**config.mk**
```make
export PLATFORM = sky130hd
export DESIGN_NAME = co2_sensor_link_alarm_flat
export DESIGN_NICKNAME = d
export VERILOG_FILES = /design/src/hdl/co2sla_pkg.sv /design/src/hdl/co2sla_if.sv /design/src/hdl/co2_sensor_link_alarm.sv /design/src/hdl/co2sla_front.sv /design/src/hdl/co2sla_fifo.sv /design/src/hdl/co2sla_back.sv /design/src/flat_wrapper.sv
export SDC_FILE = /design/constraint.sdc
export NUM_CORES = 1
export LEC_CHECK = 0
export BUFFER_PORTS_ARGS = -buffer_cell sky130_fd_sc_hd__buf_4
export CAP_MARGIN = 5
export CORE_MARGIN = 10
export CORE_UTILIZATION = 56
export DETAILED_ROUTE_END_ITERATION = 10
export GPL_TIMING_DRIVEN = 0
export PLACE_DENSITY_LB_ADDON = 0.05
export SYNTH_ARGS = -nofsm -noshare
export SYNTH_HDL_FRONTEND = slang
export SYNTH_HIERARCHICAL = 1
export SYNTH_SLANG_ARGS = --single-unit
```
**constraint.sdc**
```tcl
create_clock -name clk_i -period 4.6 [get_ports clk_i]
set_input_delay 0.46 -clock clk_i [delete_from_list [all_inputs] [get_ports clk_i]]
set_output_delay 0.46 -clock clk_i [all_outputs]
set_load 0.02 [all_outputs]
```
**src/hdl/co2sla_pkg.sv**
```systemverilog
// ----------------------------------------------------------------------------
// CO2 sensor link alarm package
// Shared types, constants and byte tables for the sensor link alarm block.
// ----------------------------------------------------------------------------
`default_nettype none

package co2sla_pkg;

  // Sensor frame length and the stored part of it (the last byte is checked on arrival).
  localparam int unsigned FRAME_BYTES  = 9;
  localparam int unsigned STORE_BYTES  = FRAME_BYTES - 1;
  localparam int unsigned STORE_IDX_W  = $clog2(STORE_BYTES);
  localparam int unsigned RX_COUNT_W   = 4;

  // Screen frame is four bytes, then an optional read request.
  localparam int unsigned SCREEN_BYTES = 4;
  localparam int unsigned SEQ_BYTES    = SCREEN_BYTES + FRAME_BYTES;
  localparam int unsigned SEQ_IDX_W    = $clog2(SEQ_BYTES);

  // Default depth of the command queue between front and back.
  localparam int unsigned CMD_DEPTH    = 4;

  // Register reset values.
  localparam logic [15:0] RST_LEVEL_RED  = 16'd2500;
  localparam logic [15:0] RST_LEVEL_HIGH = 16'd1500;
  localparam logic [15:0] RST_LEVEL_MID  = 16'd1200;
  localparam logic [15:0] RST_LEVEL_LOW  = 16'd800;
  localparam logic [7:0]  RST_PERIOD     = 8'd10;

  // Frame bytes.
  localparam logic [7:0] BYTE_START    = 8'hFF;
  localparam logic [7:0] BYTE_SENSOR   = 8'h01;
  localparam logic [7:0] BYTE_READ_CMD = 8'h86;
  localparam logic [7:0] REQ_CHECKSUM  = 8'(9'h100 - 9'(BYTE_SENSOR + BYTE_READ_CMD));
  localparam logic [7:0] TEMP_OFFSET   = 8'd40;
  // High byte of the screen word (0x200 | colour) << 4.
  localparam logic [7:0] SCREEN_HI     = 8'h20;

  // Configuration register indexes.
  typedef enum logic [2:0] {
    REG_LEVEL_RED  = 3'd0,
    REG_LEVEL_HIGH = 3'd1,
    REG_LEVEL_MID  = 3'd2,
    REG_LEVEL_LOW  = 3'd3,
    REG_PERIOD     = 3'd4
  } cfg_reg_e;

  // Input modes.
  typedef enum logic {
    MODE_TICK = 1'b0,
    MODE_BYTE = 1'b1
  } mode_e;

  // Result kinds.
  typedef enum logic [1:0] {
    KIND_SENSOR_TX = 2'd0,
    KIND_SCREEN_TX = 2'd1,
    KIND_GOOD      = 2'd2,
    KIND_BAD       = 2'd3
  } kind_e;

  // Commands handed from the front to the back.
  typedef enum logic [1:0] {
    OP_SCREEN = 2'd0,
    OP_GOOD   = 2'd1,
    OP_BAD    = 2'd2
  } op_e;

  typedef struct packed {
    op_e                op;
    logic [2:0]         colour;
    logic               req;
    logic [15:0]        ppm;
    logic signed [7:0]  temp;
  } cmd_t;

  // Byte of the read request frame at a given position.
  function automatic logic [7:0] req_byte(input logic [SEQ_IDX_W-1:0] pos);
    logic [7:0] b;
    case (pos)
      SEQ_IDX_W'(0):               b = BYTE_START;
      SEQ_IDX_W'(1):               b = BYTE_SENSOR;
      SEQ_IDX_W'(2):               b = BYTE_READ_CMD;
      SEQ_IDX_W'(FRAME_BYTES - 1): b = REQ_CHECKSUM;
      default:                     b = 8'h00;
    endcase
    return b;
  endfunction

endpackage

`default_nettype wire

```
**src/hdl/co2sla_if.sv**
```systemverilog
// ----------------------------------------------------------------------------
// CO2 sensor link alarm channel interfaces
// Valid/ready channels for input items, result items and register writes.
// ----------------------------------------------------------------------------
`default_nettype none

interface co2sla_in_if;
  logic       valid;
  logic       ready;
  logic       mode;
  logic [7:0] rx_byte;

  modport source (output valid, mode, rx_byte, input ready);
  modport sink   (input valid, mode, rx_byte, output ready);
endinterface

interface co2sla_out_if;
  logic              valid;
  logic              ready;
  logic [1:0]        kind;
  logic [7:0]        tx_byte;
  logic [15:0]       ppm;
  logic signed [7:0] temperature;
  logic              last;

  modport source (output valid, kind, tx_byte, ppm, temperature, last, input ready);
  modport sink   (input valid, kind, tx_byte, ppm, temperature, last, output ready);
endinterface

interface co2sla_cfg_if;
  logic        valid;
  logic        ready;
  logic [2:0]  index;
  logic [15:0] data;

  modport source (output valid, index, data, input ready);
  modport sink   (input valid, index, data, output ready);
endinterface

`default_nettype wire

```
**src/hdl/co2_sensor_link_alarm.sv**
```systemverilog
// A result word is offered once its command has passed through the command queue and
// been loaded into the back end, and it leaves when the result channel is ready.
// Throughput: one result word per cycle while the result channel is ready, set by the single
// result port of the back end; a tick yields 4 words, or 13 with a read request, a frame 1.
// Input words are taken every cycle while the command queue has room.
// Reset (rst_ni low, asynchronous) clears counters, level and queue; registers take defaults.
// ----------------------------------------------------------------------------
// CO2 sensor link alarm top level
// Front end, command queue and back end for the sensor link and alarm screen.
// ----------------------------------------------------------------------------
`default_nettype none

module co2_sensor_link_alarm #(
  parameter int unsigned CMD_DEPTH = co2sla_pkg::CMD_DEPTH
) (
  input  wire           clk_i,
  input  wire           rst_ni,
  co2sla_in_if.sink     in_i,
  co2sla_cfg_if.sink    cfg_i,
  co2sla_out_if.source  out_o
);
  import co2sla_pkg::*;

  cmd_t front_cmd, back_cmd;
  logic front_valid, front_ready;
  logic back_valid, back_ready;

  co2sla_front u_front (
    .clk_i       (clk_i),
    .rst_ni      (rst_ni),
    .in_i        (in_i),
    .cfg_i       (cfg_i),
    .cmd_o       (front_cmd),
    .cmd_valid_o (front_valid),
    .cmd_ready_i (front_ready)
  );

  co2sla_fifo #(
    .DEPTH (CMD_DEPTH)
  ) u_fifo (
    .clk_i      (clk_i),
    .rst_ni     (rst_ni),
    .wr_data_i  (front_cmd),
    .wr_valid_i (front_valid),
    .wr_ready_o (front_ready),
    .rd_data_o  (back_cmd),
    .rd_valid_o (back_valid),
    .rd_ready_i (back_ready)
  );

  co2sla_back u_back (
    .clk_i       (clk_i),
    .rst_ni      (rst_ni),
    .cmd_i       (back_cmd),
    .cmd_valid_i (back_valid),
    .cmd_ready_o (back_ready),
    .out_o       (out_o)
  );

endmodule

`default_nettype wire

```
**src/hdl/co2sla_front.sv**
```systemverilog
// ----------------------------------------------------------------------------
// CO2 sensor link alarm front end
// Holds registers and link state, turns each tick and each completed frame into a command.
// ----------------------------------------------------------------------------
`default_nettype none

module co2sla_front (
  input  wire                 clk_i,
  input  wire                 rst_ni,
  co2sla_in_if.sink           in_i,
  co2sla_cfg_if.sink          cfg_i,
  output co2sla_pkg::cmd_t    cmd_o,
  output logic                cmd_valid_o,
  input  wire                 cmd_ready_i
);
  import co2sla_pkg::*;

  logic [15:0] level_red_q, level_high_q, level_mid_q, level_low_q;
  logic [7:0]  period_q;
  logic [7:0]  tick_q, tick_d;
  logic [15:0] co2_q, co2_d;
  logic [RX_COUNT_W-1:0] rx_count_q, rx_count_d;
  logic [7:0]  frame_q [STORE_BYTES];

  logic        accept;
  logic        frame_end;
  logic [7:0]  sum;
  logic        sum_ok;
  logic [7:0]  tick_inc;
  logic        odd;
  logic [2:0]  colour;

  // Register writes are always taken.
  assign cfg_i.ready = 1'b1;

  always_ff @(posedge clk_i or negedge rst_ni) begin
    if (!rst_ni) begin
      level_red_q  <= RST_LEVEL_RED;
      level_high_q <= RST_LEVEL_HIGH;
      level_mid_q  <= RST_LEVEL_MID;
      level_low_q  <= RST_LEVEL_LOW;
      period_q     <= RST_PERIOD;
    end else if (cfg_i.valid) begin
      case (cfg_reg_e'(cfg_i.index))
        REG_LEVEL_RED:  level_red_q  <= cfg_i.data;
        REG_LEVEL_HIGH: level_high_q <= cfg_i.data;
        REG_LEVEL_MID:  level_mid_q  <= cfg_i.data;
        REG_LEVEL_LOW:  level_low_q  <= cfg_i.data;
        REG_PERIOD:     period_q     <= cfg_i.data[7:0];
        default: ;
      endcase
    end
  end

  // Every input word may produce a command, so wait for queue space.
  assign in_i.ready  = cmd_ready_i;
  assign accept      = in_i.valid & cmd_ready_i;
  assign frame_end   = (rx_count_q == RX_COUNT_W'(FRAME_BYTES - 1));

  // Checksum: stored bytes 1..7 plus the arriving byte sum to zero.
  always_comb begin
    sum = in_i.rx_byte;
    for (int i = 1; i < STORE_BYTES; i++) begin
      sum = sum + frame_q[i];
    end
  end
  assign sum_ok = (sum == 8'h00);

  // Alarm colour from the last level, alternating with tick parity above the low level.
  assign odd = tick_q[0];
  always_comb begin
    if (co2_q > level_red_q) begin
      colour = odd ? 3'd0 : 3'd7;
    end else if (co2_q > level_high_q) begin
      colour = odd ? 3'd3 : 3'd4;
    end else if (co2_q > level_mid_q) begin
      colour = odd ? 3'd0 : 3'd3;
    end else if (co2_q > level_low_q) begin
      colour = odd ? 3'd1 : 3'd2;
    end else begin
      colour = 3'd0;
    end
  end

  assign tick_inc = tick_q + 8'd1;

  // Command build and state update.
  always_comb begin
    tick_d      = tick_q;
    co2_d       = co2_q;
    rx_count_d  = rx_count_q;
    cmd_valid_o = 1'b0;
    cmd_o.op     = OP_SCREEN;
    cmd_o.colour = colour;
    cmd_o.req    = 1'b0;
    cmd_o.ppm    = '0;
    cmd_o.temp   = '0;
    if (mode_e'(in_i.mode) == MODE_TICK) begin
      cmd_valid_o = in_i.valid;
      if (tick_inc == period_q) begin
        cmd_o.req = 1'b1;
        tick_d    = 8'd0;
      end else begin
        tick_d = tick_inc;
      end
    end else if (frame_end) begin
      cmd_valid_o = in_i.valid;
      rx_count_d  = '0;
      if (sum_ok) begin
        cmd_o.op   = OP_GOOD;
        cmd_o.ppm  = {frame_q[2], frame_q[3]};
        cmd_o.temp = signed'(frame_q[4] - TEMP_OFFSET);
        co2_d      = {frame_q[2], frame_q[3]};
      end else begin
        cmd_o.op = OP_BAD;
      end
    end else begin
      rx_count_d = rx_count_q + RX_COUNT_W'(1);
    end
  end

  always_ff @(posedge clk_i or negedge rst_ni) begin
    if (!rst_ni) begin
      tick_q     <= '0;
      co2_q      <= '0;
      rx_count_q <= '0;
    end else if (accept) begin
      tick_q     <= tick_d;
      co2_q      <= co2_d;
      rx_count_q <= rx_count_d;
    end
  end

  // Frame byte store; the final byte is never stored.
  always_ff @(posedge clk_i) begin
    if (accept && mode_e'(in_i.mode) == MODE_BYTE && !frame_end) begin
      frame_q[rx_count_q[STORE_IDX_W-1:0]] <= in_i.rx_byte;
    end
  end

endmodule

`default_nettype wire

```
**src/hdl/co2sla_fifo.sv**
```systemverilog
// ----------------------------------------------------------------------------
// CO2 sensor link alarm command queue
// Small first-in first-out queue that decouples the front from the back.
// ----------------------------------------------------------------------------
`default_nettype none

module co2sla_fifo #(
  parameter int unsigned DEPTH = co2sla_pkg::CMD_DEPTH
) (
  input  wire                 clk_i,
  input  wire                 rst_ni,
  input  co2sla_pkg::cmd_t    wr_data_i,
  input  wire                 wr_valid_i,
  output logic                wr_ready_o,
  output co2sla_pkg::cmd_t    rd_data_o,
  output logic                rd_valid_o,
  input  wire                 rd_ready_i
);
  import co2sla_pkg::*;

  localparam int unsigned PtrW = (DEPTH > 1) ? $clog2(DEPTH) : 1;
  localparam int unsigned CntW = $clog2(DEPTH + 1);

  cmd_t            mem_q [DEPTH];
  logic [PtrW-1:0] wr_ptr_q, rd_ptr_q;
  logic [CntW-1:0] count_q;
  logic            push, pop;

  assign wr_ready_o = (count_q != CntW'(DEPTH));
  assign rd_valid_o = (count_q != '0);
  assign rd_data_o  = mem_q[rd_ptr_q];
  assign push       = wr_valid_i & wr_ready_o;
  assign pop        = rd_valid_o & rd_ready_i;

  // Storage.
  always_ff @(posedge clk_i) begin
    if (push) begin
      mem_q[wr_ptr_q] <= wr_data_i;
    end
  end

  // Pointers and fill count.
  always_ff @(posedge clk_i or negedge rst_ni) begin
    if (!rst_ni) begin
      wr_ptr_q <= '0;
      rd_ptr_q <= '0;
      count_q  <= '0;
    end else begin
      if (push) begin
        wr_ptr_q <= (wr_ptr_q == PtrW'(DEPTH - 1)) ? '0 : wr_ptr_q + PtrW'(1);
      end
      if (pop) begin
        rd_ptr_q <= (rd_ptr_q == PtrW'(DEPTH - 1)) ? '0 : rd_ptr_q + PtrW'(1);
      end
      if (push && !pop) begin
        count_q <= count_q + CntW'(1);
      end else if (pop && !push) begin
        count_q <= count_q - CntW'(1);
      end
    end
  end

endmodule

`default_nettype wire

```
**src/hdl/co2sla_back.sv**
```systemverilog
// ----------------------------------------------------------------------------
// CO2 sensor link alarm back end
// Expands each command into its sequence of result words, one per cycle while ready.
// ----------------------------------------------------------------------------
`default_nettype none

module co2sla_back (
  input  wire                 clk_i,
  input  wire                 rst_ni,
  input  co2sla_pkg::cmd_t    cmd_i,
  input  wire                 cmd_valid_i,
  output logic                cmd_ready_o,
  co2sla_out_if.source        out_o
);
  import co2sla_pkg::*;

  cmd_t                 cur_q;
  logic                 busy_q;
  logic [SEQ_IDX_W-1:0] idx_q;
  logic                 is_last;
  logic                 fire;
  logic [7:0]           lo;

  assign lo = {1'b0, cur_q.colour, 4'b0000};

  // Result word for the current command and position.
  always_comb begin
    out_o.kind        = KIND_SCREEN_TX;
    out_o.tx_byte     = 8'h00;
    out_o.ppm         = '0;
    out_o.temperature = '0;
    is_last           = 1'b1;
    case (cur_q.op)
      OP_SCREEN: begin
        if (idx_q < SEQ_IDX_W'(SCREEN_BYTES)) begin
          out_o.kind = KIND_SCREEN_TX;
          case (idx_q)
            SEQ_IDX_W'(0): out_o.tx_byte = BYTE_START;
            SEQ_IDX_W'(1): out_o.tx_byte = SCREEN_HI;
            SEQ_IDX_W'(2): out_o.tx_byte = SCREEN_HI ^ lo;
            default:       out_o.tx_byte = lo;
          endcase
          is_last = !cur_q.req && (idx_q == SEQ_IDX_W'(SCREEN_BYTES - 1));
        end else begin
          out_o.kind    = KIND_SENSOR_TX;
          out_o.tx_byte = req_byte(idx_q - SEQ_IDX_W'(SCREEN_BYTES));
          is_last       = (idx_q == SEQ_IDX_W'(SEQ_BYTES - 1));
        end
      end
      OP_GOOD: begin
        out_o.kind        = KIND_GOOD;
        out_o.ppm         = cur_q.ppm;
        out_o.temperature = cur_q.temp;
      end
      default: begin
        out_o.kind = KIND_BAD;
      end
    endcase
  end

  assign out_o.valid = busy_q;
  assign out_o.last  = is_last;
  assign fire        = busy_q & out_o.ready;
  // Take the next command when empty or as the final word leaves.
  assign cmd_ready_o = !busy_q || (fire && is_last);

  always_ff @(posedge clk_i or negedge rst_ni) begin
    if (!rst_ni) begin
      busy_q <= 1'b0;
      idx_q  <= '0;
    end else if (cmd_ready_o) begin
      busy_q <= cmd_valid_i;
      idx_q  <= '0;
    end else if (fire) begin
      idx_q <= idx_q + SEQ_IDX_W'(1);
    end
  end

  always_ff @(posedge clk_i) begin
    if (cmd_ready_o && cmd_valid_i) begin
      cur_q <= cmd_i;
    end
  end

endmodule

`default_nettype wire

```
**src/flat_wrapper.sv**
```systemverilog
// flat-port wrapper written by rule: the top's interface ports become plain ports
module co2_sensor_link_alarm_flat import co2sla_pkg::*;
#(
  parameter int unsigned CMD_DEPTH = co2sla_pkg::CMD_DEPTH
)
  (clk_i, rst_ni, in_i_valid, in_i_mode, in_i_rx_byte, in_i_ready, cfg_i_valid, cfg_i_index, cfg_i_data, cfg_i_ready, out_o_valid, out_o_kind, out_o_tx_byte, out_o_ppm, out_o_temperature, out_o_last, out_o_ready);
  co2sla_in_if in_i_i ();
  co2sla_cfg_if cfg_i_i ();
  co2sla_out_if out_o_i ();
  input  wire clk_i;
  input  wire rst_ni;
  input wire logic [$bits(in_i_i.valid)-1:0] in_i_valid;
  input wire logic [$bits(in_i_i.mode)-1:0] in_i_mode;
  input wire logic [$bits(in_i_i.rx_byte)-1:0] in_i_rx_byte;
  output wire logic [$bits(in_i_i.ready)-1:0] in_i_ready;
  input wire logic [$bits(cfg_i_i.valid)-1:0] cfg_i_valid;
  input wire logic [$bits(cfg_i_i.index)-1:0] cfg_i_index;
  input wire logic [$bits(cfg_i_i.data)-1:0] cfg_i_data;
  output wire logic [$bits(cfg_i_i.ready)-1:0] cfg_i_ready;
  output wire logic [$bits(out_o_i.valid)-1:0] out_o_valid;
  output wire logic [$bits(out_o_i.kind)-1:0] out_o_kind;
  output wire logic [$bits(out_o_i.tx_byte)-1:0] out_o_tx_byte;
  output wire logic [$bits(out_o_i.ppm)-1:0] out_o_ppm;
  output wire logic [$bits(out_o_i.temperature)-1:0] out_o_temperature;
  output wire logic [$bits(out_o_i.last)-1:0] out_o_last;
  input wire logic [$bits(out_o_i.ready)-1:0] out_o_ready;
  assign in_i_i.valid = in_i_valid;
  assign in_i_i.mode = in_i_mode;
  assign in_i_i.rx_byte = in_i_rx_byte;
  assign in_i_ready = in_i_i.ready;
  assign cfg_i_i.valid = cfg_i_valid;
  assign cfg_i_i.index = cfg_i_index;
  assign cfg_i_i.data = cfg_i_data;
  assign cfg_i_ready = cfg_i_i.ready;
  assign out_o_valid = out_o_i.valid;
  assign out_o_kind = out_o_i.kind;
  assign out_o_tx_byte = out_o_i.tx_byte;
  assign out_o_ppm = out_o_i.ppm;
  assign out_o_temperature = out_o_i.temperature;
  assign out_o_last = out_o_i.last;
  assign out_o_i.ready = out_o_ready;
  co2_sensor_link_alarm #(.CMD_DEPTH(CMD_DEPTH)) u_core (.clk_i(clk_i), .rst_ni(rst_ni), .in_i(in_i_i), .cfg_i(cfg_i_i), .out_o(out_o_i));
endmodule
```
# Word-level counts from Yosys, hierarchy flattened
# Memory sizes are Yosys's and may differ from the RTL's. A register that Yosys moved wholly into a read port is not among the register bits.
# Index checks and enable logic that the tools add are counted.
# word_totals
register_bits	112
mem_bits_rw	184
inputBits	33
output_inout_bits	38
elab_cells	128
mem_count	2
# mem_list
memory	words	word_bits	rd	rd_clocked_by_memory_dff	write_ports	line	source
u_core.u_fifo.mem_q	4	30	1	1	1	co2sla_fifo.sv:24	cmd_t mem_q [DEPTH];
u_core.u_front.frame_q	8	8	7	0	1	co2sla_front.sv:23	logic [7:0] frame_q [STORE_BYTES];
# classes
addsub	16
order_cmp	5
eq_ne	17
muxes	40
bitwise_logic	6
reduce_logical	29
# op_table
cell	count
24-bit two-way mux	3
16-bit greater-than comparator	4
8-bit adder	7
8-bit two-way mux	4
8-bit case mux with 4 select lines	1
8-bit case mux with 3 select lines	1
2-bit two-way mux	9
3-bit two-way mux	6
16-bit two-way mux	1
2-bit AND reduction	7
4-bit by 2-bit == test with 1-bit output, second input constant	3
4-bit == test, second input constant	3
4-bit two-way mux	3
1-bit two-way mux	11
4-bit by 1-bit adder with 4-bit output, second input constant	2
8-bit by 1-bit adder with 8-bit output, second input constant	1
4-bit by 1-bit == test with 1-bit output, second input constant	2
8-bit == test	1
4-bit zero test	2
8-bit zero test	1
8-bit by 6-bit subtractor with 8-bit output, second input constant	1
1-bit logical AND	7
3-bit by 2-bit == test with 1-bit output, second input constant	2
1-bit zero test	5
other kinds (19)	26

# Depth between registers and ports, before layout
# Gate-level depths: netlist of run 1.
# An unclocked memory read counts as a cell.
# logic_depth
ltp_word	12
mapped_depth	20
ltp_nobuf	18

# By module
# The synthesis of run 1 kept the hierarchy.
# modules_own_cells
module	n_inst	cells_each	area_each_um2	seq_area_each_um2
co2sla_front	1	808	9057.4	4210.3
co2sla_fifo	1	194	4809.6	3778.6
co2sla_back	1	121	1610.3	1026.0

# Worst setup path after synthesis of run 1
# No wires, ideal clock.
# synth_timing
path_kind	input to register
startpoint	input in_i_rx_byte[2]
endpoint	register u_core.u_front.co2_q[10] (read register of u_core.u_front.frame_q)
setup_ps	125
t_arrival_ps	4882
required_time_ps	4475
slack_ps	-407
cell_stages	15
n_path_buf	2
path_cell_list	fa_1 -> inv_1 -> fa_1 -> fa_1 -> fa_1 -> inv_1 -> ha_1 -> inv_1 -> fa_1 -> or4b_2 -> nor4_2 -> and3_1 -> buf_6 -> buf_12 -> mux2_4
# synth_via
elab_chain_len	9
# synth_lines
item	line	source
start: declaration	flat_wrapper.sv:14	input wire logic [$bits(in_i_i.rx_byte)-1:0] in_i_rx_byte;
8-bit adder (7 in a row)	co2sla_front.sv:64	sum = sum + frame_q[i];
8-bit zero test	co2sla_front.sv:67	assign sum_ok = (sum == 8'h00);
4-bit AND reduction (no line)	n/a	
end: declaration	co2sla_front.sv:21	logic [15:0] co2_q, co2_d;
# Every way passes these cells.
# A chain may end at the register's enable or synchronous reset.

==> impl_results.md, run 1 <==
- Clock sink total: 318
- Final ANT Viol Nets: 0
- Most frequent cells in the layout: edfxtp_1 (206), inv_1 (128), dfrtp_1 (91)
- Mapped Avg Cell Area: 13.8 sq um
- Worst Max-Slew Pin Slew: between 1000 and 1500 ps
- PwrDens: 535 mW/mm^2
- Core area: 0.0271 sq mm
- Via count: 8,890
- Final hold vios: 0
- Gpl congestion: approximately 0.85
- Area contributors post-synth: edfxtp_1 (40%), dfrtp_1 (15%), ha_1 (7.0%)
- Routed WL per cell: 18.5 um
- Tcrit/Tclk final: 1.08
- Post-DP HPWL: around 22,000 um
- Sequential share of the synthesized area: 0.582
- Slew Limit Fails: 0
- Die height: 186 um
- Clock skew: around 14 ps
- CP Cell Sequence: fa_1, inv_2, fa_1, fa_1, fa_1, inv_1, ha_2, inv_2, fa_2, or4b_4, nor4_4, buf_4, and3_4, clkbuf_16, mux2_4
- Failing checks: negative setup slack
- Post-Synthesis Cells: 1,123
- Die ar.: 0.0347 sq mm
- Req. time, crit path: 5000 ps
- Ports: 71
- Peak supply drop: 0.348 mV
- Slew margin rel.: 0.165
- GRT overflow: 0
- Synth warn: 6
- Fin crit period: 4950 ps
- Crit start category: register
- CTS Buf Count: 35
- Synthesized cell area: 0.0155 sq mm
- Lkg Pwr: 7.51 nW
- Number of diodes: 0
- FF+latch count, synth: 318
- Max Fclk: 202 MHz
- Overall routed net length: 30,600 um
- Post-synth EDFFs: 206
- Commonest non-fill, non-tap cell in the layout: edfxtp_1
- Max_cap viols: 0
- Final setup fails: between 100 and 150
- Area Overhead vs Synth: 16.8%
- Worst setup EP type: register
- CTS tree: yes
- FP Rows: 60
- Clk Latency, worst-skew pair: 520 ps
- Final instance area: between 0.015 and 0.02 sq mm
- Placed cell area: 0.0166 sq mm
- Unrepaired setup endpoints after global routing: yes
- Area of the multi-input gates: 0.00587 sq mm
- Final #Nets: 1,411
- Initial antenna violation count: 0
- DRT Pass-1 Iters: 4
- Total power: a little under 0.01 W
- Critical Path Max Stage Delay: 580 ps
- IO Port Bufs: slightly below 70
- Share of cells above drive strength 1: 0.240
- Layout fillers: 1,955
- Largest net degree at the start of global routing: 96
- Share of the synthesized area in the top cell type: 0.400
- Most common flop cell mapped by yosys: edfxtp_1
- CTS root buffer: clkbuf_16
- PnR worst setup slack: -349 ps
- Critical path type: reg -> reg
- DRC Markers: 0
- Worst Path Max Fanout: 6
- Post-synth net total: 1,283
- Vias in the first global route: approximately 9.1k
- Initial Util: 0.571
- CP most frequent cell: fa_1
- Synth async-reset ratio: 0.352
- Min-Delay Path Class: in -> reg
- Synth area leader: edfxtp_1
- DR vias/cell: 5.39
- WP data arrival: 5350 ps
- H-tree levels: 2
- Cell variety after synth: 69
- Slowest CP cell: fa_1
- Global-route wire length before repair: a little under 50,000 um
- Reg clk slew, reported paths: 60 ps
- Die Wd: 186 um
- DR iter-0 viols: 568
- GRT Total Usage: 0.182
- CTS Buffer Depth: 3
- Status: complete, but fails checks
- Reg area: 0.00901 sq mm
logic make-up after synthesis:
| kind of cell | count (synthesis) | share of synthesized area |
|---|---|---|
| flip-flops | 318 | 0.582 |
| multiplexers | 79 | 0.0821 |
| buffers and inverters | 165 | 0.0471 |
| adder cells (fa/ha/maj) | 127 | 0.122 |
| XOR/XNOR | 31 | 0.0202 |
| AO/OA/AOI/OAI | 149 | 0.0601 |
| AND/OR/NAND/NOR | 253 | 0.0857 |
| other | 1 | 0.000242 |
metal layers:
layer / global-route usage / vias up / wire length [um]
li1: - / 4249 / -
met4: 0.0516 / 0 / 662
met1: 0.245 / 4427 / 13600
met5: 0 / - / 0
met2: 0.301 / 171 / 14800
met3: 0.0295 / 43 / 1530
sequential cells by signal (all words and copies together) (netlist names), 8 cells and up:
name / flops
u_core/u_front/co2_q: 16
u_core/u_front/level_red_q: 16
u_core/u_front/frame_q: 56
u_core/u_front/period_q: 8
u_core/u_front/tick_q: 8
u_core/u_front/level_low_q: 16
u_core/u_front/level_high_q: 16
u_core/u_back/cur_q: 30
u_core/u_fifo/mem_q: 120
u_core/u_front/level_mid_q: 16
stage by stage:
step | TNS [ps] | hold slack, ps | std cells | worst slack, ps | utilization
after floorplan | 0 | 164 | 1123 | 12.1 | -
after global placement | -68670 | 490 | 1564 | -612 | 0.609
after detailed placement | -61510 | 320 | 1566 | -675 | 0.611
after CTS | -24590 | 174 | 1643 | -368 | 0.663
after global routing | -48060 | 189 | 1650 | -513 | 0.667
final | -28680 | 192 | 1650 | -349 | 0.667
power by group:
| group | leakage [nW] | internal (W) | switching [W] | total, W |
|---|---|---|---|---|
| clock | 0.578 | 0.00173 | 0.00110 | 0.00283 |
| sequential | 3.29 | 0.00367 | 0.000247 | 0.00391 |
| combinational | 3.64 | 0.00135 | 0.00157 | 0.00293 |
| total | 7.51 | 0.00676 | 0.00292 | 0.00967 |
path summary, 6_finish.rpt:
| kind | startpoint | endpoint | slack [ps] | cells past startpoint |
|---|---|---|---|---|
| setup / recovery | u_core/u_front/frame_q[3][2]$_DFFE_PP_ | u_core/u_front/co2_q[6]$_DFFE_PN0P_ | -350 | 15 |
| hold / removal | out_o_ready | u_core/u_back/idx_q[1]$_DFFE_PN0P_ | 190 | 2 |
| setup reg to reg | u_core/u_front/frame_q[3][2]$_DFFE_PP_ | u_core/u_front/co2_q[6]$_DFFE_PN0P_ | -350 | 15 |
| hold reg to reg | u_core/u_front/level_low_q[7]$_DFFE_PN0P_ | u_core/u_front/level_low_q[7]$_DFFE_PN0P_ | 510 | 1 |
| max in group asynchronous | rst_ni | u_core/u_front/level_red_q[11]$_DFFE_PN1P_ | 3480 | 3 |
| min in group asynchronous | rst_ni | u_core/u_back/out_o.valid$_DFFE_PN0P_ | 360 | 2 |
cell usage after synthesis, types with 5 or more instances:
library cell and count:
o21ai_0 65, clkbuf_1 15, dfrtp_1 91, and2_1 52, nor3_1 16, nand4_1 7
a21o_1 11, o211ai_1 5, edfxtp_1 206, nor2b_1 11, buf_2 5, nand3_1 15
mux4_2 28, nand2_1 84, nor2_1 28, dfstp_2 21, mux2_2 38, a21oi_1 28
and3_1 10, inv_1 130, a221o_1 6, xnor2_1 18, fa_1 40, ha_1 87
xor2_1 10, a31oi_1 5, mux2_4 10
cell type report:
cell class	count	share of cell area
Clock inverter	21	0.0131
Multi-Input combinational cell	640	0.325
Tap cell	372	0.0258
Buffer	33	0.0136
Clock buffer	43	0.0519
Inverter	131	0.0272
Timing Repair Buffer	92	0.0446
Sequential cell	318	0.499
repair_timing:
item	4_1_cts	5_1_grt
cloned	1	1
hold endpoints to repair	17	0
resized for setup	42	11
pin swaps	4	4
buffers inserted	11	7
endpoints found under the setup margin	120	120
hold buffers	1	0
worst max-delay path: cells and delay by family, from the launching register on:
kind	cells	cell delay (ps)
muxes	1	300
buffers and inverters	5	510
and+or+nand+nor	3	890
adders and majority gates	6	2700
DFF	1	420
Note: power is estimated with default switching activity, not from simulation.
==> run 2, diff against run 1 <==
- CORE_MARGIN: 10 -> 2
- SETUP_SLACK_MARGIN: unset -> 0.5
==> run 2 against run 1 <==
- the flow still finishes with violations (negative setup slack)
- largest power group unchanged
- die area decreased by 16%
- utilization increased by 0.50 points
- critical path depth increased by 2
==> impl_results.md, run 2 (same netlist as run 1, synthesis figures left out) <==
- R2r setup slk: -300 ps
- CTS tree: yes
- Post-DP HPWL: between 20,000 and 25,000 um
- Most frequent cells in the layout: edfxtp_1 (206), inv_1 (127), dfrtp_1 (91)
- Min-Delay Path Class: in -> reg
- Logic pwr share: 0.307
- CTS Buf Count: 35
- Final #Nets: 1,414
- Slew margin rel.: 0.178
- Via count: ~9k
- DR iter-0 viols: ~580
- PwrDens: 548 mW/mm^2
- Slew Limit Fails: 0
- CTS Buffer Depth: 3
- Vias in the first global route: about 9k
- Tcrit/Tclk final: 1.06
- GRT Total Usage: 0.227
- Worst setup EP type: register
- Routed WL per cell: 19.3 um
- Placed cell area: between 0.015 and 0.02 sq mm
- Req. time, crit path: 5000 ps
- Worst hold path depth: 1
- Worst hold slack: 191 ps
- Hold Path End: u_core/u_front/frame_q[7][0]$_DFFE_PP_
- Max_cap viols: 0
- Failing checks: negative setup slack
- CTS root buffer: clkbuf_16
- Crit start category: register
- Share of cells above drive strength 1: 0.253
- FF-to-FF path depth: 17
- Worst Path Max Fanout: 5
- Die ar.: roughly 0.029 sq mm
- Final setup fails: 116
- Area Overhead vs Synth: 17.3%
- Reg clk slew, reported paths: 60 ps
- PnR worst setup slack: -299 ps
- Commonest non-fill, non-tap cell in the layout: edfxtp_1
- Fin crit period: 4900 ps
- Die Wd: 170 um
- Global-route wire length before repair: approximately 50,000 um
- H-tree levels: 2
- Largest register FFs: 120
- Overall routed net length: approximately 31,000 um
- Critical path type: reg -> reg
- Clock skew: 15.1 ps
- Initial Util: 0.573
- GRT overflow: 0
- Unrepaired setup endpoints after global routing: yes
- Register share of total power: 0.393
- Number of diodes: 0
- Top reg by flops: u_core/u_fifo/mem_q
- WP data arrival: between 5000 and 6000 ps
- Switching Fraction: 0.301
- Status: complete, but fails checks
- DRC Markers: 0
- Final ANT Viol Nets: 0
- Internal power: 0.00696 W
- Clock power frac: 0.299
- Core area: 0.0270 sq mm
- Ports: 71
- Die height: 170 um
- Gpl congestion: 0.859
- Switching Power: roughly 0.003 W
- Clock sink total: 318
- Worst Max-Slew Pin Slew: 1230 ps
- FF-to-FF End: u_core/u_front/co2_q[12]$_DFFE_PN0P_
- Worst r2r src: u_core/u_front/frame_q[6][2]$_DFFE_PP_
- DRT Pass-1 Iters: 5
- Final instance area: ~0.018 sq mm
- Initial antenna violation count: 0
- Max Fclk: about 200 MHz
- Lkg Pwr: between 7 and 8 nW
- Clk Latency, worst-skew pair: 520 ps
- IO Port Bufs: 69
- DR vias/cell: 5.53
- Largest net degree at the start of global routing: 66
- Min-delay src: in_i_rx_byte[0]
- FP Rows: 60
- Final hold vios: 0
- Peak supply drop: 0.385 mV
- Fin util: 0.672
-- run 2: cell types whose count changed in the layout (fill, tap and decap cells not counted), moves of 4 or more --
cell,delta
clkinv_1,-4
clkbuf_8,+6
buf_4,+4
mux2_2,+4
mux2_4,-4
-- run 2: repair_timing --
action	CTS	global route
setup buffers	16	3
resized for setup	51	7
pin swaps	7	10
setup endpoints to repair	120	120
cloned	2	0
endpoints found under the hold margin	40	0
hold buffers	1	0
-- run 2: metrics by stage --
step                      TNS (ps)  instances  power (W)  worst slack (ps)
final                       -23890       1622    0.00995              -299
after global routing        -42350       1622     0.0105              -436
after CTS                   -28220       1618    0.00998              -320
after detailed placement    -63350       1535    0.00692              -687
after global placement      -62390       1533    0.00680              -575
after floorplan                  0       1123    0.00606              22.5
-- run 2: power by group through the flow --
stage          Clock (W)  Combinational [W]  Sequential (W)
4_1_cts          0.00303            0.00303         0.00392
6_report         0.00298            0.00306         0.00392
2_1_floorplan          0            0.00216         0.00390
3_3_place_gp           0            0.00283         0.00397
3_5_place_dp           0            0.00294         0.00397
5_1_grt          0.00314            0.00340         0.00397
-- run 2: worst max-delay path by stage --
stage / from / to / depth (start not counted)
floorplan: in_i_rx_byte[1] / u_core/u_front/co2_q[10]$_DFFE_PN0P_ / 18
global placement: in_i_rx_byte[6] / u_core/u_fifo/mem_q[1][6]$_DFFE_PP_ / 15
detailed placement: in_i_rx_byte[1] / u_core/u_fifo/mem_q[2][6]$_DFFE_PP_ / 18
CTS: u_core/u_front/frame_q[7][2]$_DFFE_PP_ / u_core/u_front/co2_q[12]$_DFFE_PN0P_ / 17
global route: u_core/u_front/frame_q[5][1]$_DFFE_PP_ / u_core/u_front/co2_q[8]$_DFFE_PN0P_ / 20
finish: u_core/u_front/frame_q[6][2]$_DFFE_PP_ / u_core/u_front/co2_q[12]$_DFFE_PN0P_ / 17
-- run 2: layout make-up --
type	count	area, sq um
Clock inverter	18	251
Tap cell	341	427
Sequential cell	318	9010
Fill cell	1915	8870
Buffer	34	256
Multi-Input combinational cell	640	5910
Inverter	131	492
Timing Repair Buffer	94	810
Clock buffer	46	998
-- run 2: routing by layer --
metal	share of wire	GRT usage	routed length, um	vias to the layer above
li1	-	-	-	4245
met1	0.46	0.321	14300	4475
met2	0.47	0.369	14900	193
met3	0.043	0.0328	1340	59
met4	0.027	0.0721	861	0
met5	0	0	0	-
-- run 2: worst max-delay path: stages (launching register included) --
cell	delay [ps]
edfxtp_1	400
fa_1	530
inv_2	40
fa_1	540
fa_1	430
fa_1	480
inv_2	80
ha_4	140
inv_2	40
fa_2	510
or4b_4	480
nor4_4	130
buf_4	170
and3_4	180
buf_6	120
buf_6	100
buf_12	110
mux2_4	300
